File: src/two_link_polar_leg_kinematics_defines.svh
// Assertion helpers for the leg kinematics block
`ifndef TWO_LINK_POLAR_LEG_KINEMATICS_DEFINES_SVH
`define TWO_LINK_POLAR_LEG_KINEMATICS_DEFINES_SVH

// same-cycle implication
`define TLPK_AST_NOW(lbl, ante, cons, msg) \
    lbl: assert property (@(posedge i_clk) disable iff (!i_rst_n) (ante) |-> (cons)) \
        else $error(msg);

// next-cycle implication
`define TLPK_AST_NEXT(lbl, ante, cons, msg) \
    lbl: assert property (@(posedge i_clk) disable iff (!i_rst_n) (ante) |=> (cons)) \
        else $error(msg);

`endif

File: src/tlpk_pkg.sv
package tlpk_pkg;

    localparam int CORDIC_STAGES_DEF = 16;
    localparam int ROT_W  = 34;
    localparam int VEC_W  = 36;
    localparam int BXW    = 33;
    localparam int R28W   = 34;
    localparam int DEN_W  = 36;
    localparam int NUM_W  = 50;
    localparam int QB     = 40;

    localparam logic [30:0]   GAIN_Q30  = 31'd652032874;
    localparam logic [QB-1:0] RATIO_LIM = 40'h40_0000_0000;
    localparam logic [15:0]   LINK_RST  = 16'd3277;

    // register index, taken from paddr[2]
    localparam logic REG_UPPER = 1'b0;
    localparam logic REG_LOWER = 1'b1;

    function automatic logic [31:0] atan_at(input int i);
        logic [31:0] v;
        case (i)
            0:       v = 32'd536870912;
            1:       v = 32'd316933406;
            2:       v = 32'd167458907;
            3:       v = 32'd85004756;
            4:       v = 32'd42667331;
            5:       v = 32'd21354465;
            6:       v = 32'd10679838;
            7:       v = 32'd5340245;
            8:       v = 32'd2670163;
            9:       v = 32'd1335087;
            10:      v = 32'd667544;
            11:      v = 32'd333772;
            12:      v = 32'd166886;
            13:      v = 32'd83443;
            14:      v = 32'd41722;
            15:      v = 32'd20861;
            16:      v = 32'd10430;
            17:      v = 32'd5215;
            18:      v = 32'd2608;
            19:      v = 32'd1304;
            20:      v = 32'd652;
            21:      v = 32'd326;
            22:      v = 32'd163;
            23:      v = 32'd81;
            default: v = 32'd0;
        endcase
        return v;
    endfunction

    function automatic logic [23:0] sat24(input logic signed [63:0] v);
        logic [23:0] r;
        if (v > 64'sd8388607) begin
            r = 24'h7FFFFF;
        end else if (v < -64'sd8388608) begin
            r = 24'h800000;
        end else begin
            r = v[23:0];
        end
        return r;
    endfunction

endpackage

File: src/tlpk_rot_cell.sv
module tlpk_rot_cell #(
    parameter int IDX = 0
) (
    input  logic                              i_clk,
    input  logic                              i_en,
    input  logic signed [tlpk_pkg::ROT_W-1:0] i_x,
    input  logic signed [tlpk_pkg::ROT_W-1:0] i_y,
    input  logic signed [tlpk_pkg::ROT_W-1:0] i_z,
    output logic signed [tlpk_pkg::ROT_W-1:0] o_x,
    output logic signed [tlpk_pkg::ROT_W-1:0] o_y,
    output logic signed [tlpk_pkg::ROT_W-1:0] o_z
);
    import tlpk_pkg::*;

    logic signed [ROT_W-1:0] w_xs, w_ys, w_at;
    logic signed [ROT_W-1:0] r_x, r_y, r_z;

    assign w_xs = i_x >>> IDX;
    assign w_ys = i_y >>> IDX;
    assign w_at = $signed({{(ROT_W-32){1'b0}}, atan_at(IDX)});

    always_ff @(posedge i_clk) begin
        if (i_en) begin
            if (!i_z[ROT_W-1]) begin
                r_x <= i_x - w_ys;
                r_y <= i_y + w_xs;
                r_z <= i_z - w_at;
            end else begin
                r_x <= i_x + w_ys;
                r_y <= i_y - w_xs;
                r_z <= i_z + w_at;
            end
        end
    end

    assign o_x = r_x;
    assign o_y = r_y;
    assign o_z = r_z;

endmodule

File: config.mk
export PLATFORM = sky130hd
export DESIGN_NAME = tlpk_rot_cell
export DESIGN_NICKNAME = d
export VERILOG_FILES = /design/src/two_link_polar_leg_kinematics_defines.svh /design/src/tlpk_pkg.sv /design/src/tlpk_rot_cell.sv
export SDC_FILE = /design/constraint.sdc
export NUM_CORES = 1
export LEC_CHECK = 0
export ABC_AREA = 1
export BUFFER_PORTS_ARGS = -buffer_cell sky130_fd_sc_hd__buf_4
export CORE_UTILIZATION = 40
export CTS_BUF_LIST = sky130_fd_sc_hd__clkbuf_4 sky130_fd_sc_hd__clkbuf_8 sky130_fd_sc_hd__clkbuf_16
export CTS_CLUSTER_SIZE = 28
export DETAILED_ROUTE_END_ITERATION = 10
export PLACE_DENSITY_LB_ADDON = 0.08
export SKIP_CTS_REPAIR_TIMING = 1
export SLEW_MARGIN = 20
export SYNTH_ARGS = -nofsm -noshare
export SYNTH_HDL_FRONTEND = slang
export SYNTH_SLANG_ARGS = --single-unit
File: constraint.sdc
create_clock -name i_clk -period 2.45 [get_ports i_clk]
set_clock_uncertainty 0.05 [all_clocks]
set_input_delay 0.1225 -clock i_clk [delete_from_list [all_inputs] [get_ports i_clk]]
set_output_delay 0.1225 -clock i_clk [all_outputs]
set_load 0.05 [all_outputs]
== Word-level counts from Yosys, hierarchy flattened ==
Index checks and enable logic that the tools add are counted.
Widths: inputs -> output; s select.

* Flip-flop bits (word level): 102
* Input bits: 104
* Output and inout bits: 102

* Add/subtract/negate cells: 5
* Mux-type cells: 3

{| class="wikitable"
|+ Operators with widths
! cell !! number
|-
| $mux 34 || 3
|-
| $sub 34x34->34 || 2
|-
| $add 34x31->34 const B || 1
|-
| $add 34x34->34 || 1
|-
| $sub 34x31->34 const B || 1
|}

== Longest topological paths before layout ==
* Depth in word-level cells: 2
* Gate-level depth with buffers: 18
* Depth with buffers taken out: 17

== Least setup slack after synthesis ==
No wires, ideal clock.

* Kind: input to register
* From: in i_x[0] (netlist bit)
* To: reg r_x[32], in the netlist o_x[32], data pin
* Library setup time: 0.254 ns
* Arrival: 1.603 ns
* Data required time: 2.146 ns
* Slack: 0.544 ns
* Stages: 12
* Path through: ha_1 -> fa_1 -> nand2_1 -> nor2_1 -> nor2_1 -> o21ai_2 -> nand2_1 -> nand2_1 -> nand2_1 -> nand3_1 -> nand3_1 -> nand2_1

* Cells in the longest elaborated chain, start to end: 2
* Elaborated cells between the ends (all ways): 3
* Those cells by class: add/sub (2); mux (1)

{| class="wikitable"
|+ RTL lines
! element !! RTL line !! text
|-
| from (decl) || tlpk_rot_cell.sv:6 || <nowiki>input logic signed [tlpk_pkg::ROT_W-1:0] i_x,</nowiki>
|-
| $sub 34x34->34 or $add 34x34->34 (tied branches) || tlpk_rot_cell.sv:25, tlpk_rot_cell.sv:29 ||
|-
| $mux 34 * || tlpk_rot_cell.sv:24 || <nowiki>if (!i_z[ROT_W-1]) begin</nowiki>
|-
| to (signal assigned) || tlpk_rot_cell.sv:25 || <nowiki>r_x <= i_x - w_ys;</nowiki>
|-
| to (signal assigned) || tlpk_rot_cell.sv:29 || <nowiki>r_x <= i_x + w_ys;</nowiki>
|-
| to (decl) || tlpk_rot_cell.sv:16 || <nowiki>logic signed [ROT_W-1:0] r_x, r_y, r_z;</nowiki>
|}

Mark *: on every way between the ends. The rest lies on a longest branch, timed or not.
A chain may end at the register's enable or synchronous reset.

== Worst setup path after layout ==
* From: in i_x[2] (netlist bit)
* To: reg r_x[30], in the netlist o_x[30], data pin

Same word-level chain as after synthesis.

==> results.py <==
metrics = {
    "run_status": {
        "status": "finished, violations left",
        "violations": "hold timing",
    },
    "floorplanning": {
        "core_um2": 25470,
        "row_count": 58,
        "boundaryPins": 206,
        "die_y_um": 163.9,
        "die_x_um": 163.9,
        "dieArea_um2": 26870,
        "start_util": 0.4118,
    },
    "setup_path": {
        "cp_max_fo": 8,
        "startpoint": "i_x[2]",
        "worstSetupEndpointType": "flip-flop",
        "cp.required_ns": 2.53,
        "critical_path_arrival_ns": 2.13,
        "critPathLaunchType": "input pin",
        "crit_type": "input pin to flip-flop",
    },
    "global_route": {
        "grt_use_total": 0.2765,
        "grt_pass1_wl_um": 55920,
        "grt_pass1_vias": 10400,
        "grt_max_degree": 70,
        "antenna_found_initial": 0,
        "grt_overflow": 0,
    },
    "layout": {
        "drive_above_1_share": 0.2061,
        "nets": 2029,
        "area_growth_pct": 28.80,
        "diodes": 0,
    },
    "cts": {
        "ctsRootBufferMaster": "clkbuf_16",
        "cts_max_path_buffers": 2,
        "clock_sinks": 101,
        "cts_tree": "yes",
        "h-tree-depth": 3,
        "cts_buffers": 9,
        "clk_pin_slew_worst_paths_ns": 0.08,
    },
    "placement": {
        "pre_cts_slack_ns": 0.04827,
        "io_buffer_count": 205,
        "gp_congestion": 0.9907,
        "place_hpwl_um": 31360,
    },
    "yosys": {
        "synth_most_common_cell": "nand2_1",
        "synth_seq_cells": 101,
        "async_flop_share": 0,
        "syn_nets": 1728,
        "synth_top_area_cell": "edfxtp_1",
        "synth_top_flop_cell": "edfxtp_1",
        "synth-edff-count": 101,
        "ys_seq_area_frac": 0.2892,
        "netlist_top_cells_count": "402 x nand2_1, 217 x inv_1, 146 x nand3_1, 124 x a21oi_1, 124 x nor2_1",
        "syn_area_per_cell_um2": 6.910,
        "synth.distinct_cells": 47,
        "syn_inst": 1518,
        "synth_area_um2": 10490,
        "synth-warning-count": 0,
        "synth.top_cell.area_share": 0.2892,
        "synth.area.top_cells": "edfxtp_1 29%, nand2_1 14%, ha_1 12%, inv_1 7.8%, nand3_1 7.0%",
    },
    "detailed_routing": {
        "ant_nets": 0,
        "routed.top_layer": "met4",
        "met2_length_um": 16430,
        "drcViolationCount": 0,
        "met3WireLength_um": 2739,
        "dr.pass1.iters": 5,
        "wl_met1_um": 17360,
        "wire_per_inst_um": 17.38,
        "vias": 11080,
        "wirelength_um": 37440,
        "drt-initial-drc-count": 813,
        "vias_per_cell": 5.143,
    },
    "sta": {
        "worst_slack_ns": 0.4013,
        "final.setup.tns_ns": 0,
        "period_needed_ns": 2.049,
        "fin_crit_sh": 0.8362,
        "fmax_ghz": 0.4881,
        "tightest_slew_ns": 0.6216,
        "finalHoldViolCount": 1,
        "slew_violations": 0,
        "slew_headroom": 0.5856,
        "timing.hold.ws_ns": -0.01019,
        "setup_viol": 0,
        "rsz0062_at_grt": "no",
    },
    "pwr": {
        "p_leak_nw": 6.828,
        "irDropWorstVdd_mv": 0.2799,
        "p_per_area_nw_per_um2": 531.8,
    },
    "worst_hold_path": {
        "hp-start": "i_z[29]",
        "hp-class": "input pin to flip-flop",
        "hold-path-cell-count": 2,
    },
    "flow_run": {
        "maxCapViolCount": 0,
    },
}
[per-stage QoR]
stage	hold slack, ns	utilization	instance area, µm²	instances	power, W
6_report	-0.01019	0.5304	13510	2154	0.007184
5_1_grt	0.0002900	0.5304	13510	2154	0.007559
4_1_cts	-0.1283	0.5190	13220	2125	0.007156
3_5_place_dp	0.2521	0.5079	12940	2109	0.005679
3_3_place_gp	0.2503	0.5079	12940	2109	0.005672
2_1_floorplan	0.1714	-	10490	1518	0.004446
[where the power goes]
part	internal [W]	switching, W
Sequential	0.00218	0.0000653
Combinational	0.00115	0.00232
Clock	0.000706	0.000768
[kinds of logic after synthesis]
group / Yosys count / share of synthesized area
xor+xnor: 28 / 0.02338
mux: 1 / 0.0009544
compound gates: 276 / 0.1460
fa+ha+maj: 106 / 0.1293
simple gates: 738 / 0.3042
flops: 101 / 0.2892
buf+inv: 268 / 0.1070
[path summary, 6_finish.rpt]
kind | to | slack (ns)
hold / removal | o_z[29] | -0.01
setup / recovery | o_x[30] | 0.40
[worst max-delay path: stages]
cell,delay (ns)
buf_4,0.09
inv_1,0.04
ha_1,0.43
nand2_1,0.17
nor2_1,0.29
nand2_1,0.10
o211ai_1,0.16
nand2_1,0.12
nand2_1,0.21
nand2_1,0.12
nand2_1,0.09
nand2_1,0.04
nand3_1,0.07
nand2_1,0.06
[state kept, by name, summed over array words and instances, names as in the netlist]
register	count
o_x	34
o_z	34
o_y	33
[layer usage]
metal  vias to the layer above  GRT usage
met5                         -          0
met4                         0    0.08712
met1                      5045     0.3815
met3                        51    0.04369
met2                       412     0.4407
li1                       5569          -
[cell usage in the layout (no fill, tap or decap), types with 9 or more instances in the layout]
master / count
edfxtp_1: 101
clkbuf_16: 9
xor2_1: 27
nor2_1: 124
o21ai_0: 88
nand4_1: 10
nand2_2: 11
o21bai_1: 12
nor3_1: 12
a21o_1: 12
ha_1: 102
buf_4: 299
nand2_1: 402
nand3_1: 146
o21ai_1: 9
dlygate4sd3_1: 29
inv_2: 10
inv_1: 217
a21oi_1: 124
nor2_2: 9
[final cells by class]
cell class	count	area [µm²]
clock buffer	9	225.2
tap	330	412.9
fill	2543	11960
sequential	101	3033
inverter	227	852.1
multi-input combinational	1149	6334
timing repair buffer	331	2595
clock inverter	7	57.56
No activity file was read; power rests on OpenSTA's default activity.
