## src/two_link_polar_leg_kinematics_defines.svh

```systemverilog
// Assertion helpers for the leg kinematics block
`ifndef TWO_LINK_POLAR_LEG_KINEMATICS_DEFINES_SVH
`define TWO_LINK_POLAR_LEG_KINEMATICS_DEFINES_SVH

// same-cycle implication
`define TLPK_AST_NOW(lbl, ante, cons, msg) \
    lbl: assert property (@(posedge i_clk) disable iff (!i_rst_n) (ante) |-> (cons)) \
        else $error(msg);

// next-cycle implication
`define TLPK_AST_NEXT(lbl, ante, cons, msg) \
    lbl: assert property (@(posedge i_clk) disable iff (!i_rst_n) (ante) |=> (cons)) \
        else $error(msg);

`endif

```

## src/tlpk_pkg.sv

```systemverilog
package tlpk_pkg;

    localparam int CORDIC_STAGES_DEF = 16;
    localparam int ROT_W  = 34;
    localparam int VEC_W  = 36;
    localparam int BXW    = 33;
    localparam int R28W   = 34;
    localparam int DEN_W  = 36;
    localparam int NUM_W  = 50;
    localparam int QB     = 40;

    localparam logic [30:0]   GAIN_Q30  = 31'd652032874;
    localparam logic [QB-1:0] RATIO_LIM = 40'h40_0000_0000;
    localparam logic [15:0]   LINK_RST  = 16'd3277;

    // register index, taken from paddr[2]
    localparam logic REG_UPPER = 1'b0;
    localparam logic REG_LOWER = 1'b1;

    function automatic logic [31:0] atan_at(input int i);
        logic [31:0] v;
        case (i)
            0:       v = 32'd536870912;
            1:       v = 32'd316933406;
            2:       v = 32'd167458907;
            3:       v = 32'd85004756;
            4:       v = 32'd42667331;
            5:       v = 32'd21354465;
            6:       v = 32'd10679838;
            7:       v = 32'd5340245;
            8:       v = 32'd2670163;
            9:       v = 32'd1335087;
            10:      v = 32'd667544;
            11:      v = 32'd333772;
            12:      v = 32'd166886;
            13:      v = 32'd83443;
            14:      v = 32'd41722;
            15:      v = 32'd20861;
            16:      v = 32'd10430;
            17:      v = 32'd5215;
            18:      v = 32'd2608;
            19:      v = 32'd1304;
            20:      v = 32'd652;
            21:      v = 32'd326;
            22:      v = 32'd163;
            23:      v = 32'd81;
            default: v = 32'd0;
        endcase
        return v;
    endfunction

    function automatic logic [23:0] sat24(input logic signed [63:0] v);
        logic [23:0] r;
        if (v > 64'sd8388607) begin
            r = 24'h7FFFFF;
        end else if (v < -64'sd8388608) begin
            r = 24'h800000;
        end else begin
            r = v[23:0];
        end
        return r;
    endfunction

endpackage

```

## src/tlpk_div_cell.sv

```systemverilog
module tlpk_div_cell (
    input  logic                       i_clk,
    input  logic                       i_en,
    input  logic [tlpk_pkg::DEN_W-1:0] i_rem,
    input  logic [tlpk_pkg::QB-1:0]    i_bits,
    input  logic [tlpk_pkg::DEN_W-1:0] i_den,
    input  logic [tlpk_pkg::QB-1:0]    i_q,
    output logic [tlpk_pkg::DEN_W-1:0] o_rem,
    output logic [tlpk_pkg::QB-1:0]    o_bits,
    output logic [tlpk_pkg::DEN_W-1:0] o_den,
    output logic [tlpk_pkg::QB-1:0]    o_q
);
    import tlpk_pkg::*;

    logic [DEN_W:0]   w_t, w_d;
    logic             w_ge;
    logic [DEN_W-1:0] r_rem, r_den;
    logic [QB-1:0]    r_bits, r_q;

    assign w_t  = {i_rem, i_bits[QB-1]};
    assign w_ge = w_t >= {1'b0, i_den};
    assign w_d  = w_t - {1'b0, i_den};

    always_ff @(posedge i_clk) begin
        if (i_en) begin
            r_rem  <= w_ge ? w_d[DEN_W-1:0] : w_t[DEN_W-1:0];
            r_bits <= {i_bits[QB-2:0], 1'b0};
            r_den  <= i_den;
            r_q    <= {i_q[QB-2:0], w_ge};
        end
    end

    assign o_rem  = r_rem;
    assign o_bits = r_bits;
    assign o_den  = r_den;
    assign o_q    = r_q;

endmodule

```

## config.mk

```make
export PLATFORM = sky130hd
export DESIGN_NAME = tlpk_div_cell
export DESIGN_NICKNAME = d
export VERILOG_FILES = /design/src/two_link_polar_leg_kinematics_defines.svh /design/src/tlpk_pkg.sv /design/src/tlpk_div_cell.sv
export SDC_FILE = /design/constraint.sdc
export NUM_CORES = 1
export LEC_CHECK = 0
export BUFFER_PORTS_ARGS = -buffer_cell sky130_fd_sc_hd__buf_4
export CORE_MARGIN = 2
export CORE_UTILIZATION = 52
export CTS_CLUSTER_SIZE = 24
export DETAILED_ROUTE_END_ITERATION = 7
export HOLD_SLACK_MARGIN = 0.06
export PLACE_DENSITY = 0.87
export SLEW_MARGIN = 30
export SYNTH_ARGS = -nofsm -noshare
export SYNTH_HDL_FRONTEND = slang
export SYNTH_SLANG_ARGS = --single-unit
```

## constraint.sdc

```tcl
create_clock -name i_clk -period 6.73 [get_ports i_clk]
set_input_delay 0.3365 -clock i_clk [delete_from_list [all_inputs] [get_ports i_clk]]
set_output_delay 0.3365 -clock i_clk [all_outputs]
set_load 0.03 [all_outputs]
```

======== Word level (Yosys, flattened, before mapping) ========
Index checks and enable logic that the tools add are counted.
operators by class
  order comparisons ....................... 1
  add/sub/neg operators ................... 1
  mux-type cells .......................... 1
operators by type and width
  cell                                                            count
  37-bit by 36-bit greater-or-equal comparator with 1-bit output  1
  36-bit two-way mux                                              1
  36-bit subtractor                                               1
storage, ports and cells
  input port bits ......................... 154
  output and inout bits ................... 152
  word-level logic and storage cells ...... 7
  flip-flop bits (word level) ............. 151

======== Logic depth before layout (Yosys ltp) ========
  depth after elaboration ................. 2
  gate-level depth with buffers ........... 14

======== Worst setup path after synthesis ========
No wires, ideal clock.
  path type ............................... input to register
  start point ............................. input i_den[6] in the netlist's numbering
  end point ............................... register r_rem[21], in the netlist o_rem[21] (data pin)
  arrival ................................. 2411 ps
  stages .................................. 13
  slack ................................... 4061 ps
  path buffers ............................ 1
  cell sequence ........................... inv_1 > ha_1 > a211oi_2 > o21bai_2 > o21ba_2 > a21bo_1 > a21bo_4 > a21oi_4 > o41a_1 > inv_2 > buf_6 > nor2_1 > a21oi_1
between the ends
  cells in the longest elaborated chain, start to end .. 2
RTL lines
  element                                                                                                     RTL line                                  source
  start: declaration                                                                                          tlpk_div_cell.sv:6                        input logic [tlpk_pkg::DEN_W-1:0] i_den,
  36-bit subtractor / 37-bit by 36-bit greater-or-equal comparator with 1-bit output (equally long branches)  tlpk_div_cell.sv:22, tlpk_div_cell.sv:21
  36-bit two-way mux (*)                                                                                      tlpk_div_cell.sv:26                       r_rem <= w_ge ? w_d[DEN_W-1:0] : w_t[DEN_W-1:0];
  end signal: assignment                                                                                      tlpk_div_cell.sv:26
  end: declaration                                                                                            tlpk_div_cell.sv:17                       logic [DEN_W-1:0] r_rem, r_den;
Every way passes the cells marked *; elsewhere a longest branch is shown, timed or not.
A chain may end at the register's enable or synchronous reset.

======== Worst setup path after layout ========
  start point ............................. input i_rem[29] in the netlist's numbering
  end point ............................... register r_rem[24], in the netlist o_rem[24] (data pin)
between the ends
  cells in the longest elaborated chain, start to end .. 2
RTL lines
  element                                                         RTL line             source
  start: declaration                                              tlpk_div_cell.sv:4   input logic [tlpk_pkg::DEN_W-1:0] i_rem,
  37-bit by 36-bit greater-or-equal comparator with 1-bit output  tlpk_div_cell.sv:21  assign w_ge = w_t >= {1'b0, i_den};
  36-bit two-way mux                                              tlpk_div_cell.sv:26
Every way passes these cells.

==> results.txt <==
The logs give 2 for the number of antenna violations at the first check in global routing and 28.6% for the global routing usage summed across all routing layers. The share of final-layout standard cells stronger than drive strength 1 works out to 40.6%. Using the TritonRoute via totals, the vias-per-cell ratio works out to 5.43. Area of the core: 13200 um2.

TritonCTS built the clock tree. Count of buffers added by post-CTS timing repair for setup: 0. Once the floorplan was initialized, standard cells occupied 53.2% of the core. After synthesis the cells add up to 7020 um2. The run finished with clean final reports.

The layout has 820 filler cells. After detailed routing, the average wire length per cell comes to 20.6 um. Setup repair after global routing left no endpoint under its margin. The mean post-synth cell area works out to 13.1 um2. The analysis attributes to cell leakage a power of 4.42 nW. The floorplan step set the die height to 120 um.

The logs give 0 for the number of hold violations in the final report and 56 for the count of distinct cell types in the synthesized netlist. The number of cells upsized or downsized after cts is 0, and the data arrival time of the critical path is 3100 ps. The final-report max-slew violation count came out at 0. For the worst setup path, the data required time is 6860 ps.

The post-route fraction of the period consumed by the critical path is 44.1%, and the DRC violation count after routing is 0. After clock tree synthesis, the clock-pin slew on the worst setup and hold paths is 70 ps. The critical path endpoint category was a flip-flop. The number of nets in the final layout was 1035; the upper clock frequency limit was 337 MHz. The routed design could run at a clock period as short as 2970 ps.

OpenSTA, run right after detailed placement, puts the worst setup slack at 3400 ps. For this block, the via count after detailed routing is 5611. The count of input and output buffers is 303. Yosys mapped a number of flops with a built-in enable equal to 151. Across the VDD grid, the largest voltage drop is 0.151 mV.

The first routing iteration left 537 violations. The critical path start-end classification is in -> reg. The die is 120 um wide. The placed instances occupy a cell area of 9420 um2. Entering global routing, the biggest net connects 79 pins.

The critical-path maximum fanout was 44. The floorplan has 42 rows. The post-cts hold buffer count came out at 0.

After synthesis, the cell types taking the most area are sky130_fd_sc_hd__edfxtp_1, sky130_fd_sc_hd__ha_1, sky130_fd_sc_hd__a21oi_1. For the final routed database, the setup TNS stands at 0 ps. TritonCTS created 17 clock buffers. The tools report the global-route wire length before repair as 30600 um. The largest total area in the synthesized netlist belongs to sky130_fd_sc_hd__edfxtp_1. After global routing the overflow that remains totals 0. The run gives 0 as the yosys synthesis warning count. The path class of the tightest hold or removal check is in -> reg. The first TritonRoute pass finished after 7 iterations. The clock tree root driver cell was sky130_fd_sc_hd__clkbuf_16.

The logs give 2 for the buffer levels on the longest clock path and 5560 for the number of global-route vias before repair. STA classifies the critical path startpoint as an input port. In this run the remaining antenna-violating nets after routing total 0.

For this design, the sink count on the clock tree is 151. After layout, the worst setup slack is 3760 ps. Once layout is done, the placed cells without fillers occupy 10000 um2. The area growth from synthesis to layout is 42.6%.

The top cell type's share of synthesized area came out at 64.6%. The die covers 14400 um2. The number of nets handed over by synthesis was 725.

In this run, synthesis produced a sequential element count of 151. Synthesis handed over a netlist of 534 instances. Ratio of total power to cell area: 278 nW/um2. Counting flops with an async set or reset pin after synthesis yields a share of 0%. Across the run, the number of max-cap violations was 0. At the pin with the least slew margin, the transition time is 745 ps. The most used flip-flop cell after synthesis is sky130_fd_sc_hd__edfxtp_1. Detailed placement ended at an HPWL of 15600 um.

In this run the number of H-tree levels came out at 4. The number of endpoints failing setup at the final stage was 0. The remaining max-slew budget at the tightest pin is 50.3%, and the portion of the post-synthesis area used by sequential elements is 64.6%. Pin placement for this block handled 306 I/O pins. The congestion estimate from routability-driven global placement came to 0.882. Wires add up to 21300 um.
[metrics by stage]
| stage | instances | power [mW] | util (%) | hold slack [ps] |
|---|---|---|---|---|
| 2_1_floorplan | 534 | 1.58 | - | 435 |
| 3_3_place_gp | 1000 | 1.85 | 71.4 | 515 |
| 3_5_place_dp | 1000 | 1.87 | 71.4 | 516 |
| 4_1_cts | 1032 | 2.79 | 75.7 | 72.4 |
| 5_1_grt | 1033 | 2.87 | 75.9 | 69.3 |
| 6_report | 1034 | 2.78 | 75.9 | 87.4 |
[metal layers]
metal | vias to the layer above | GRT usage [%] | share of wire (%)
met4 | 2 | 13.8 | 4.4
met3 | 63 | 9.86 | 9.9
met1 | 2638 | 30.3 | 34
met2 | 304 | 50.8 | 52
li1 | 2604 | - | -
met5 | - | 0 | 0.047
[cell usage after synthesis, drive strengths merged (4+ instances only)]
master,number
edfxtp,151
a21oi,51
inv,42
ha,36
nand2,36
nor2,36
o21ai,28
a21o,20
xor2,14
xnor2,13
buf,10
nand3,10
nor3,8
nand4,7
o21bai,7
o21a,6
clkbuf,5
o31ai,5
a21boi,4
and2,4
nor2b,4
[cells by family (layout without fill, tap and decap cells)]
group	count (synthesis)	count (layout)	synth area share [%]
buffers and inverters	57	380	3.90
other	1	2	0.0534
DFF	151	151	64.6
muxes	1	1	0.143
adders and majority gates	37	37	6.70
and+or+nand+nor	119	119	7.95
xor gates and xnor gates	27	27	3.37
AOI/OAI and AO/OA	141	141	13.3
[report_power, final]
group	switching, mW	internal [mW]	total (mW)	leakage, nW
Combinational	0.418	0.268	0.686	2.68
Clock	0.404	0.516	0.920	0.267
Sequential	0.0281	1.15	1.17	1.48
Total	0.851	1.93	2.78	4.42
[layout make-up]
class / count / area (um2) / share of cell area, %
antenna: 1 / 2.50 / 0.0250
tap: 176 / 220 / 2.20
timing repair buffer: 306 / 2320 / 23.2
inverter: 42 / 158 / 1.57
clock inverter: 15 / 141 / 1.41
multi-input combinational: 326 / 2210 / 22.1
sequential: 151 / 4530 / 45.3
clock buffer: 17 / 425 / 4.25
[worst max-delay path, stage by stage]
cell,delay [ps]
sky130_fd_sc_hd__buf_4,110
sky130_fd_sc_hd__ha_1,390
sky130_fd_sc_hd__nand2_1,120
sky130_fd_sc_hd__nand2b_1,80
sky130_fd_sc_hd__a21o_1,190
sky130_fd_sc_hd__a21oi_2,220
sky130_fd_sc_hd__o21ai_0,110
sky130_fd_sc_hd__a2111oi_1,610
sky130_fd_sc_hd__o41a_1,290
sky130_fd_sc_hd__inv_2,280
sky130_fd_sc_hd__nor2_1,270
sky130_fd_sc_hd__a21oi_1,70
[registers in the layout, summed over array words and instances (netlist names)]
signal and count:
o_rem 36, o_q 40, o_den 36, o_bits 39
[worst paths after layout]
check	startpoint	cells after the start	end	slack [ps]
hold / removal	i_q[10]	1	o_q[11]	90
setup / recovery	i_rem[29]	12	o_rem[24]	3760
[cell usage in the layout (no fill, tap or decap), types with 10 or more instances in the layout]
cell type and n:
sky130_fd_sc_hd__edfxtp_1 151, sky130_fd_sc_hd__o21ai_0 28, sky130_fd_sc_hd__buf_4 304, sky130_fd_sc_hd__xor2_1 14
sky130_fd_sc_hd__nor2_1 36, sky130_fd_sc_hd__a21o_1 20, sky130_fd_sc_hd__a21oi_1 49, sky130_fd_sc_hd__xnor2_1 13
sky130_fd_sc_hd__clkbuf_16 17, sky130_fd_sc_hd__inv_1 41, sky130_fd_sc_hd__ha_1 36, sky130_fd_sc_hd__nand2_1 36
sky130_fd_sc_hd__nand3_1 10
Note: power is estimated with default switching activity, not from simulation.
