File: config.mk
export PLATFORM = sky130hd
export DESIGN_NAME = tlpk_vec_cell
export DESIGN_NICKNAME = d
export VERILOG_FILES = /design/src/two_link_polar_leg_kinematics_defines.svh /design/src/tlpk_pkg.sv /design/src/tlpk_vec_cell.sv
export SDC_FILE = /design/constraint.sdc
export NUM_CORES = 1
export LEC_CHECK = 0
export ABC_AREA = 1
export BUFFER_PORTS_ARGS = -buffer_cell sky130_fd_sc_hd__buf_2
export CORE_MARGIN = 5
export CORE_UTILIZATION = 44
export CTS_BUF_LIST = sky130_fd_sc_hd__clkbuf_16
export CTS_CLUSTER_SIZE = 12
export DETAILED_ROUTE_END_ITERATION = 16
export HOLD_SLACK_MARGIN = 0.08
export PLACE_DENSITY = 0.66
export SKIP_LAST_GASP = 1
export SLEW_MARGIN = 0
export SYNTH_ARGS = -nofsm -noshare
export SYNTH_HDL_FRONTEND = slang
export SYNTH_SLANG_ARGS = --single-unit
File: constraint.sdc
create_clock -name i_clk -period 2.6 [get_ports i_clk]
set_input_delay 0 -clock i_clk [delete_from_list [all_inputs] [get_ports i_clk]]
set_output_delay 0 -clock i_clk [all_outputs]
set_load 0.1 [all_outputs]
File: src/two_link_polar_leg_kinematics_defines.svh
// Assertion helpers for the leg kinematics block
`ifndef TWO_LINK_POLAR_LEG_KINEMATICS_DEFINES_SVH
`define TWO_LINK_POLAR_LEG_KINEMATICS_DEFINES_SVH

// same-cycle implication
`define TLPK_AST_NOW(lbl, ante, cons, msg) \
    lbl: assert property (@(posedge i_clk) disable iff (!i_rst_n) (ante) |-> (cons)) \
        else $error(msg);

// next-cycle implication
`define TLPK_AST_NEXT(lbl, ante, cons, msg) \
    lbl: assert property (@(posedge i_clk) disable iff (!i_rst_n) (ante) |=> (cons)) \
        else $error(msg);

`endif

File: src/tlpk_pkg.sv
package tlpk_pkg;

    localparam int CORDIC_STAGES_DEF = 16;
    localparam int ROT_W  = 34;
    localparam int VEC_W  = 36;
    localparam int BXW    = 33;
    localparam int R28W   = 34;
    localparam int DEN_W  = 36;
    localparam int NUM_W  = 50;
    localparam int QB     = 40;

    localparam logic [30:0]   GAIN_Q30  = 31'd652032874;
    localparam logic [QB-1:0] RATIO_LIM = 40'h40_0000_0000;
    localparam logic [15:0]   LINK_RST  = 16'd3277;

    // register index, taken from paddr[2]
    localparam logic REG_UPPER = 1'b0;
    localparam logic REG_LOWER = 1'b1;

    function automatic logic [31:0] atan_at(input int i);
        logic [31:0] v;
        case (i)
            0:       v = 32'd536870912;
            1:       v = 32'd316933406;
            2:       v = 32'd167458907;
            3:       v = 32'd85004756;
            4:       v = 32'd42667331;
            5:       v = 32'd21354465;
            6:       v = 32'd10679838;
            7:       v = 32'd5340245;
            8:       v = 32'd2670163;
            9:       v = 32'd1335087;
            10:      v = 32'd667544;
            11:      v = 32'd333772;
            12:      v = 32'd166886;
            13:      v = 32'd83443;
            14:      v = 32'd41722;
            15:      v = 32'd20861;
            16:      v = 32'd10430;
            17:      v = 32'd5215;
            18:      v = 32'd2608;
            19:      v = 32'd1304;
            20:      v = 32'd652;
            21:      v = 32'd326;
            22:      v = 32'd163;
            23:      v = 32'd81;
            default: v = 32'd0;
        endcase
        return v;
    endfunction

    function automatic logic [23:0] sat24(input logic signed [63:0] v);
        logic [23:0] r;
        if (v > 64'sd8388607) begin
            r = 24'h7FFFFF;
        end else if (v < -64'sd8388608) begin
            r = 24'h800000;
        end else begin
            r = v[23:0];
        end
        return r;
    endfunction

endpackage

File: src/tlpk_vec_cell.sv
module tlpk_vec_cell #(
    parameter int IDX = 0
) (
    input  logic                              i_clk,
    input  logic                              i_en,
    input  logic signed [tlpk_pkg::VEC_W-1:0] i_x,
    input  logic signed [tlpk_pkg::VEC_W-1:0] i_y,
    input  logic        [31:0]                i_z,
    output logic signed [tlpk_pkg::VEC_W-1:0] o_x,
    output logic signed [tlpk_pkg::VEC_W-1:0] o_y,
    output logic        [31:0]                o_z
);
    import tlpk_pkg::*;

    logic signed [VEC_W-1:0] w_xs, w_ys;
    logic signed [VEC_W-1:0] r_x, r_y;
    logic        [31:0]      r_z;

    assign w_xs = i_x >>> IDX;
    assign w_ys = i_y >>> IDX;

    always_ff @(posedge i_clk) begin
        if (i_en) begin
            if (!i_y[VEC_W-1]) begin
                r_x <= i_x + w_ys;
                r_y <= i_y - w_xs;
                r_z <= i_z + atan_at(IDX);
            end else begin
                r_x <= i_x - w_ys;
                r_y <= i_y + w_xs;
                r_z <= i_z - atan_at(IDX);
            end
        end
    end

    assign o_x = r_x;
    assign o_y = r_y;
    assign o_z = r_z;

endmodule

# ---- Yosys cells after proc, flatten, opt, wreduce, memory -nomap -nowiden
# Index checks and enable logic that the tools add are counted.
# W data, S select, Z words.
dict set report word_totals {
  reg_bits 104
  output_inout_bits 104
  inputBits 106
}
dict set report classes {
  add_sub_neg 5
  n_mux 3
}
# operator n
set op_table {}
lappend op_table {{$mux W36} 2}
lappend op_table {{$sub A36 B36 Y36} 2}
lappend op_table {{$add A36 B36 Y36} 1}
lappend op_table {{$add A32 B30 Y32 const B} 1}
lappend op_table {{$mux W32} 1}
lappend op_table {{$sub A32 B30 Y32 const B} 1}

# ---- Depth between registers and ports, before layout
# Gate-level depths: netlist (run 1).
dict set report depth {
  ltp_word 2
  mapped_depth 18
}

# ---- Least setup slack after synthesis (run 1)
# Ideal clock, no wire load.
dict set report synth_path {
  path_kind {input to register}
  start {input i_x[0] in the netlist's numbering}
  end {register r_x[32], in the netlist o_x[32], data pin}
  slack_ns 0.895
  stages 15
  arrival_ns 1.452
  setup_ns 0.254
  path_cell_list {ha_1 > inv_1 > fa_1 > inv_1 > nand3_1 > nand3_1 > nand3_1 > nand2_1 > nand2_1 > nand2_1 > nand2_1 > nand2_1 > nand2_1 > nand3_1 > nand2_1}
}
dict set report synth_between {
  elab_chain_cells 2
}
# item line_no
set synth_rtl {}
lappend synth_rtl {{start, declared} tlpk_vec_cell.sv:6} ;# input logic signed [tlpk_pkg::VEC_W-1:0] i_x,
lappend synth_rtl {{$add A36 B36 Y36 or $sub A36 B36 Y36 (tied branches)} {tlpk_vec_cell.sv:25, tlpk_vec_cell.sv:29}}
lappend synth_rtl {{$mux W36 (*)} tlpk_vec_cell.sv:24} ;# if (!i_y[VEC_W-1]) begin
lappend synth_rtl {{end signal, assigned} tlpk_vec_cell.sv:25} ;# r_x <= i_x + w_ys;
lappend synth_rtl {{end signal, assigned} tlpk_vec_cell.sv:29} ;# r_x <= i_x - w_ys;
lappend synth_rtl {{end, declared} tlpk_vec_cell.sv:16} ;# logic signed [VEC_W-1:0] r_x, r_y;
# Every way passes the cells marked *; elsewhere a longest branch is shown, timed or not.
# A chain may end at the register's enable or synchronous reset.

# ---- Final worst setup path (run 1)
dict set report layout_path {
  start {input i_y[0] in the netlist's numbering}
  end {register r_y[32], in the netlist o_y[32], data pin}
}
dict set report layout_between {
  elab_chain_cells 2
}
# item line_no
set layout_rtl {}
lappend layout_rtl {{start, declared} tlpk_vec_cell.sv:7} ;# input logic signed [tlpk_pkg::VEC_W-1:0] i_y,
lappend layout_rtl {{$sub A36 B36 Y36 or $add A36 B36 Y36 (tied branches)} {tlpk_vec_cell.sv:26, tlpk_vec_cell.sv:30}}
lappend layout_rtl {{$mux W36 (*)} tlpk_vec_cell.sv:24}
lappend layout_rtl {{end signal, assigned} tlpk_vec_cell.sv:26} ;# r_y <= i_y - w_xs;
lappend layout_rtl {{end signal, assigned} tlpk_vec_cell.sv:30} ;# r_y <= i_y + w_xs;
lappend layout_rtl {{end, declared} tlpk_vec_cell.sv:16}
# Marks and branches as above.

==> flow_summary.yaml, run 1 <==
outcome:
  status: "completed"
critical_path:
  max_stage_delay_ps: 560
  cp.arrival_ps: 2580
  setup.worst_path.end_class: "register"
  timing.critical_path.buf_inv: 3
  crit_type: "in2reg"
  critPathRequiredTime_ps: 2730
  crit_fanout: 5
  startpoint_type: "primary input"
  cpLargestDelayFamily: "simple AND/OR/NAND/NOR gates"
  critPathLaunch: "i_y[0]"
  path_common_cell: "nand2_1"
  cpMaxStageDelayCell: "fa_1"
  cp_cell_sequence: "dlygate4sd3_1 -> buf_2 -> inv_1 -> ha_1 -> fa_1 -> o21ai_2 -> nand2_1 -> nand2_1 -> nand2_1 -> nand2_1 -> nand2_1 -> nand2_1 -> nand2_1 -> nand3_1 -> nand2_1"
yosys:
  syn_nets: 1878
  synth_compound_area_frac: 0.132
  synth_edf_count: 103
  synth_top_area_share: 0.281
  ys_warn_count: 0
  ys_ff_latch: 103
  ys_async_sr_fraction: 0
  ys_top_cells_by_area: "edfxtp_1 (28%), nand2_1 (17%), ha_1 (12%), inv_1 (8.7%), nand3_1 (7.0%)"
  syn-mean-instance-area_um2: 6.62
  yosys.area_share.adder: 0.129
  synthMuxAreaShare: 0
  synth_xor_area_frac: 0.0247
  yosys_most_used_dff: "edfxtp_1"
  synth.largest_area_cell: "edfxtp_1"
  yosysSeqAreaShare: 0.281
  synth_top_family_by_area: "simple AND/OR/NAND/NOR gates"
  synth_cell_types: 43
  synth.cell_area_um2: 11000
  syn_inst: 1661
  synth-simple-area-share: 0.318
hold_path:
  hp-start: "i_en"
  worst_hold_path_type: "in2reg"
  min_to: "o_x[4]$_DFFE_PP_"
  hold_depth: 1
die:
  dieArea_um2: 28300
  die_x_um: 168
  start_util: 0.450
  rows: 57
  die_h_um: 168
  core_area_um2: 24500
  pin_count: 210
timing:
  period_minus_slack_ps: 2450
  max_freq_mhz: 409
  layout_setup_ws_ps: 154
  max_slew.worst_pin.slew_ps: 839
  fin_tns_setup_ps: 0
  hold_viol: 0
  finalSetupViolCount: 0
  drv_slew: 0
  timing.final.crit_share: 0.941
  maxSlewHeadroom: 0.440
global_routing:
  grt_pass1_wl_um: 60000
  grt.overflow.total: 0
  grt_usage: 0.269
  grt_pass1_vias: 11100
  grt_max_degree: 72
  antenna_found_initial: 0
route:
  final_antenna_net_count: 0
  first_pass_iters: 5
  vias: 11700
  drc_errors: 0
  vias_per_cell: 5.26
  finalWirelength_um: 39400
  drtIter0Drc: 1201
  post_drt_wl_per_cell_um: 17.6
power_and_ir_drop:
  p_leak_nw: 6.84
  power_mw: 7.53
  ir_worst_vdd_mv: 0.423
  powerDensity_nw_per_um2: 574
cts:
  root_buffer: "clkbuf_16"
  cts_tree: "yes"
  clk_pin_slew_ps: 110
  cts_sinks: 103
  post_cts_buffers: 0
  cts_max_path_buffers: 2
  cts_made_buffers: 9
  cts_max_level: 3
finish:
  n_antenna_cell: 0
  area_delta_synth_final_pct: 19.3
  final_layout_size_suffix_gt1_frac: 0.157
  final_nets: 2123
  final_cells: 2235
  fin_util: 0.536
  fill_cells: 2455
place:
  gp_congestion: 0.970
  numPortBuffers: 209
  dp_cells: 2186
  place_ws_ps: 250
  hpwl_um: 32900
job:
  cap_violations: 0
## kinds of logic (layout without fill, tap and decap cells)
logic type               after synthesis  in the layout
AND/OR/NAND/NOR                      842            842
buffers and inverters                306            556
AO/OA/AOI/OAI                        268            268
adder cells (fa/ha/maj)              111            111
flip-flops                           103            103
XOR/XNOR                              31             31
## synthesized netlist by cell type (2+ instances only)
cell type,instances
nand2_1,490
inv_1,254
nand3_1,153
nor2_1,149
a21oi_1,123
ha_1,107
edfxtp_1,103
o21ai_0,86
xor2_1,28
buf_4,23
buf_2,13
o21ai_1,13
a21o_1,12
nor3_1,12
o21bai_1,11
o22ai_1,7
clkbuf_1,6
nand4_1,6
nor2_2,6
inv_2,5
nand2_2,5
or2_2,5
a31oi_1,4
fa_1,4
a21oi_2,3
buf_1,3
nor3_2,3
o21a_1,3
xnor2_1,3
buf_6,2
nand3_2,2
nand3b_1,2
nor4_1,2
nor4_2,2
o31ai_1,2
or2_1,2
## layout by cell type, fill, tap and decap left out, types with 4 or more instances in the layout
| master | n |
|---|---|
| o21ai_1 | 11 |
| nor3_1 | 12 |
| buf_4 | 38 |
| o21ai_0 | 86 |
| clkbuf_16 | 9 |
| a21oi_1 | 123 |
| nand3_1 | 152 |
| o21bai_1 | 11 |
| dlygate4sd3_1 | 33 |
| edfxtp_1 | 103 |
| nand2_2 | 5 |
| nand4_1 | 6 |
| a21o_1 | 12 |
| nand2_1 | 490 |
| o22ai_1 | 7 |
| nor2_1 | 149 |
| nor2_2 | 6 |
| inv_1 | 254 |
| or2_2 | 5 |
| fa_1 | 4 |
| ha_1 | 107 |
| a31oi_1 | 4 |
| xor2_1 | 28 |
| inv_2 | 5 |
| buf_2 | 208 |
## repair_timing
item,CTS,global route
endpoints found under the hold margin,33,0
resized for setup,0,3
setup endpoints to repair,0,9
hold buffers,33,0
## final cells by class
type                       instances  area (µm²)  share of cell area
timing repair buffer             281        1700               0.129
sequential                       103        3090               0.236
clock buffer                       9         225              0.0172
multi-input combinational       1252        6650               0.507
inverter                         259         972              0.0741
clock inverter                     7        73.8             0.00563
tap                              324         405              0.0309
## how the worst max path moves through the flow
stage                        endpoint  cells after the start
floorplan           o_x[32]$_DFFE_PP_                     15
detailed placement  o_x[32]$_DFFE_PP_                     14
global placement    o_y[24]$_DFFE_PP_                     16
finish              o_y[32]$_DFFE_PP_                     15
global route        o_x[32]$_DFFE_PP_                     17
CTS                 o_y[24]$_DFFE_PP_                     17
## through the flow
step / hold WS (ps) / cell area [µm²]
2_1_floorplan: 98.9 / 11000
3_3_place_gp: 177 / 12500
3_5_place_dp: 178 / 12500
4_1_cts: 81.4 / 13100
5_1_grt: 88.3 / 13100
6_report: 70.9 / 13100
## sequential cells by signal, summed over array words and instances, names as in the netlist
register and flops:
o_x 36, o_y 35, o_z 32
## where the power goes
group	internal [mW]	total [mW]	leakage [nW]	switching, mW
registers	2.09	2.15	1.01	0.0606
clock network	0.685	1.46	0.147	0.776
logic	0.855	3.92	5.69	3.06
total	3.63	7.53	6.84	3.90
## layer usage
metal | routed length (µm) | share of wire | up-vias | GRT usage
li1 | - | - | 5827 | -
met1 | 18200 | 0.46 | 5289 | 0.406
met2 | 16500 | 0.42 | 592 | 0.409
met3 | 3930 | 0.10 | 41 | 0.0338
met4 | 787 | 0.020 | 0 | 0.0663
met5 | 0 | 0 | - | 0
Power figures use the tool's default switching activity.
==> inputs of run 2 (changes only) <==
--- a/config.mk
+++ b/config.mk
@@ -8,12 +8,13 @@
 export ABC_AREA = 1
 export BUFFER_PORTS_ARGS = -buffer_cell sky130_fd_sc_hd__buf_2
 export CORE_MARGIN = 5
-export CORE_UTILIZATION = 44
+export CORE_UTILIZATION = 50
 export CTS_BUF_LIST = sky130_fd_sc_hd__clkbuf_16
 export CTS_CLUSTER_SIZE = 12
 export DETAILED_ROUTE_END_ITERATION = 16
 export HOLD_SLACK_MARGIN = 0.08
-export PLACE_DENSITY = 0.66
+export PLACE_DENSITY = 0.73
+export SETUP_SLACK_MARGIN = 0.15
 export SKIP_LAST_GASP = 1
 export SLEW_MARGIN = 0
 export SYNTH_ARGS = -nofsm -noshare
==> flow_summary.yaml, run 2 (synthesized netlist as in run 1, its figures left out) <==
finish:
  design_area_um2: 13100
  area_delta_synth_final_pct: 19.0
  ff_latch_area_um2: 3090
  fin_util: 0.602
  final_nets: 2125
  largest_reg_flops: 36
  n_antenna_cell: 0
  fill_cells: 2134
  final_common_cell: "nand2_1"
  layout_common_cells: "nand2_1 (490), inv_1 (254), buf_2 (208), nand3_1 (153), nor2_1 (149)"
  multi_input_area_um2: 6640
  final_layout_size_suffix_gt1_frac: 0.156
route:
  final_antenna_net_count: 0
  top_layer_used: "met4"
  vias: 11900
  post_drt_wl_per_cell_um: 18.0
  wl_met2_um: 16700
  vias_per_cell: 5.42
  drtIter0Drc: 1165
  met1_length_um: 17700
  drc_errors: 0
  first_pass_iters: 6
  finalWirelength_um: 39500
  route.met3.wl_um: 4040
die:
  start_util: 0.506
  pin_count: 210
  dieArea_um2: 25100
  die_h_um: 158
  core_area_um2: 21800
  rows: 54
  die_x_um: 158
global_routing:
  grt_max_degree: 56
  grt.overflow.total: 0
  grt_pass1_wl_um: 59700
  grt_usage: 0.309
  grt_pass1_vias: 11200
  antenna_found_initial: 0
critical_path:
  critPathRequiredTime_ps: 2670
  cpMaxStageDelayCell: "dlygate4sd3_1"
  path_common_cell: "nand2_1"
  critical_path_depth: 12
  critPathLaunch: "i_y[0]"
  max_stage_delay_ps: 560
  cp.arrival_ps: 2430
  crit_fanout: 4
  startpoint_type: "primary input"
  timing.critical_path.buf_inv: 2
  crit_type: "in2reg"
  critPathCapture: "o_x[28]$_DFFE_PP_"
  setup.worst_path.end_class: "register"
  cp_cell_sequence: "buf_2 -> dlygate4sd3_1 -> ha_1 -> fa_1 -> o21ai_1 -> nand2_1 -> nand2_1 -> nand2_1 -> nand2_1 -> nand2_1 -> nand3_1 -> nand2_1"
  cpLargestDelayFamily: "simple AND/OR/NAND/NOR gates"
timing:
  fin_tns_setup_ps: 0
  hold_viol: 0
  whs_ps: 131
  drv_slew: 0
  finalSetupViolCount: 0
  max_freq_mhz: 425
  period_minus_slack_ps: 2350
  rsz0062_at_grt: "false"
  maxSlewHeadroom: 0.555
  timing.final.crit_share: 0.905
  layout_setup_ws_ps: 247
  max_slew.worst_pin.slew_ps: 667
hold_path:
  worst_hold_path_type: "in2reg"
  hp-start: "i_z[30]"
cts:
  cts_made_buffers: 9
  post_cts_buffers: 0
  cts_max_level: 3
  cts_sinks: 103
  root_buffer: "clkbuf_16"
  cts_tree: "yes"
  clk_pin_slew_ps: 80
  cts_max_path_buffers: 2
place:
  hpwl_um: 32900
  place_ws_ps: 230
  gp_congestion: 1.04
  dpl_cell_area_um2: 12400
  numPortBuffers: 209
power_and_ir_drop:
  powerDensity_nw_per_um2: 582
  ir_worst_vdd_mv: 0.335
  p_leak_nw: 6.86
job:
  cap_violations: 0
outcome:
  status: "completed"
run 2: cell count changes in the layout (fill, tap and decap cells not counted), sizes merged:
cell	before	now
inv	262	263
clkinv	4	2
buf	248	250
bufinv	0	1
run 2: worst min-delay path by stage:
stage                     cells past startpoint  slack (ps)                 to
after floorplan                               0         100   o_z[0]$_DFFE_PP_
after global placement                        1         180  o_z[27]$_DFFE_PP_
after detailed placement                      1         180  o_z[25]$_DFFE_PP_
after CTS                                     4         130  o_z[30]$_DFFE_PP_
after global routing                          4         170  o_z[30]$_DFFE_PP_
final                                         4         130  o_z[30]$_DFFE_PP_
run 2: layout make-up:
type,count,share of cell area
timing repair buffer,283,0.131
clock inverter,7,0.00746
tap,280,0.0268
clock buffer,9,0.0172
multi-input combinational,1252,0.507
inverter,259,0.0743
sequential,103,0.236
run 2: through the flow:
stage          power [mW]  instances
4_1_cts              7.58       2193
3_3_place_gp         5.98       2144
5_1_grt              7.98       2193
6_report             7.62       2193
3_5_place_dp         6.01       2144
2_1_floorplan        5.08       1661
run 2: timing repair:
item	CTS	global route
hold buffers	33	0
hold endpoints to repair	33	0
gates resized for setup	0	0
run 2: tightest hold or removal path: stages:
cell and delay [ps]:
buf_2 100, inv_1 50, fa_1 150, inv_1 40
run 2: metal layers:
| layer | vias to the layer above | track usage |
|---|---|---|
| li1 | 5826 | - |
| met1 | 5414 | 0.455 |
| met2 | 592 | 0.474 |
| met3 | 59 | 0.0508 |
| met4 | 0 | 0.0788 |
| met5 | - | 0 |
run 2: power by group:
part	internal (mW)	switching, mW
Clock	0.784	0.762
Combinational	0.859	3.06
Sequential	2.09	0.0600
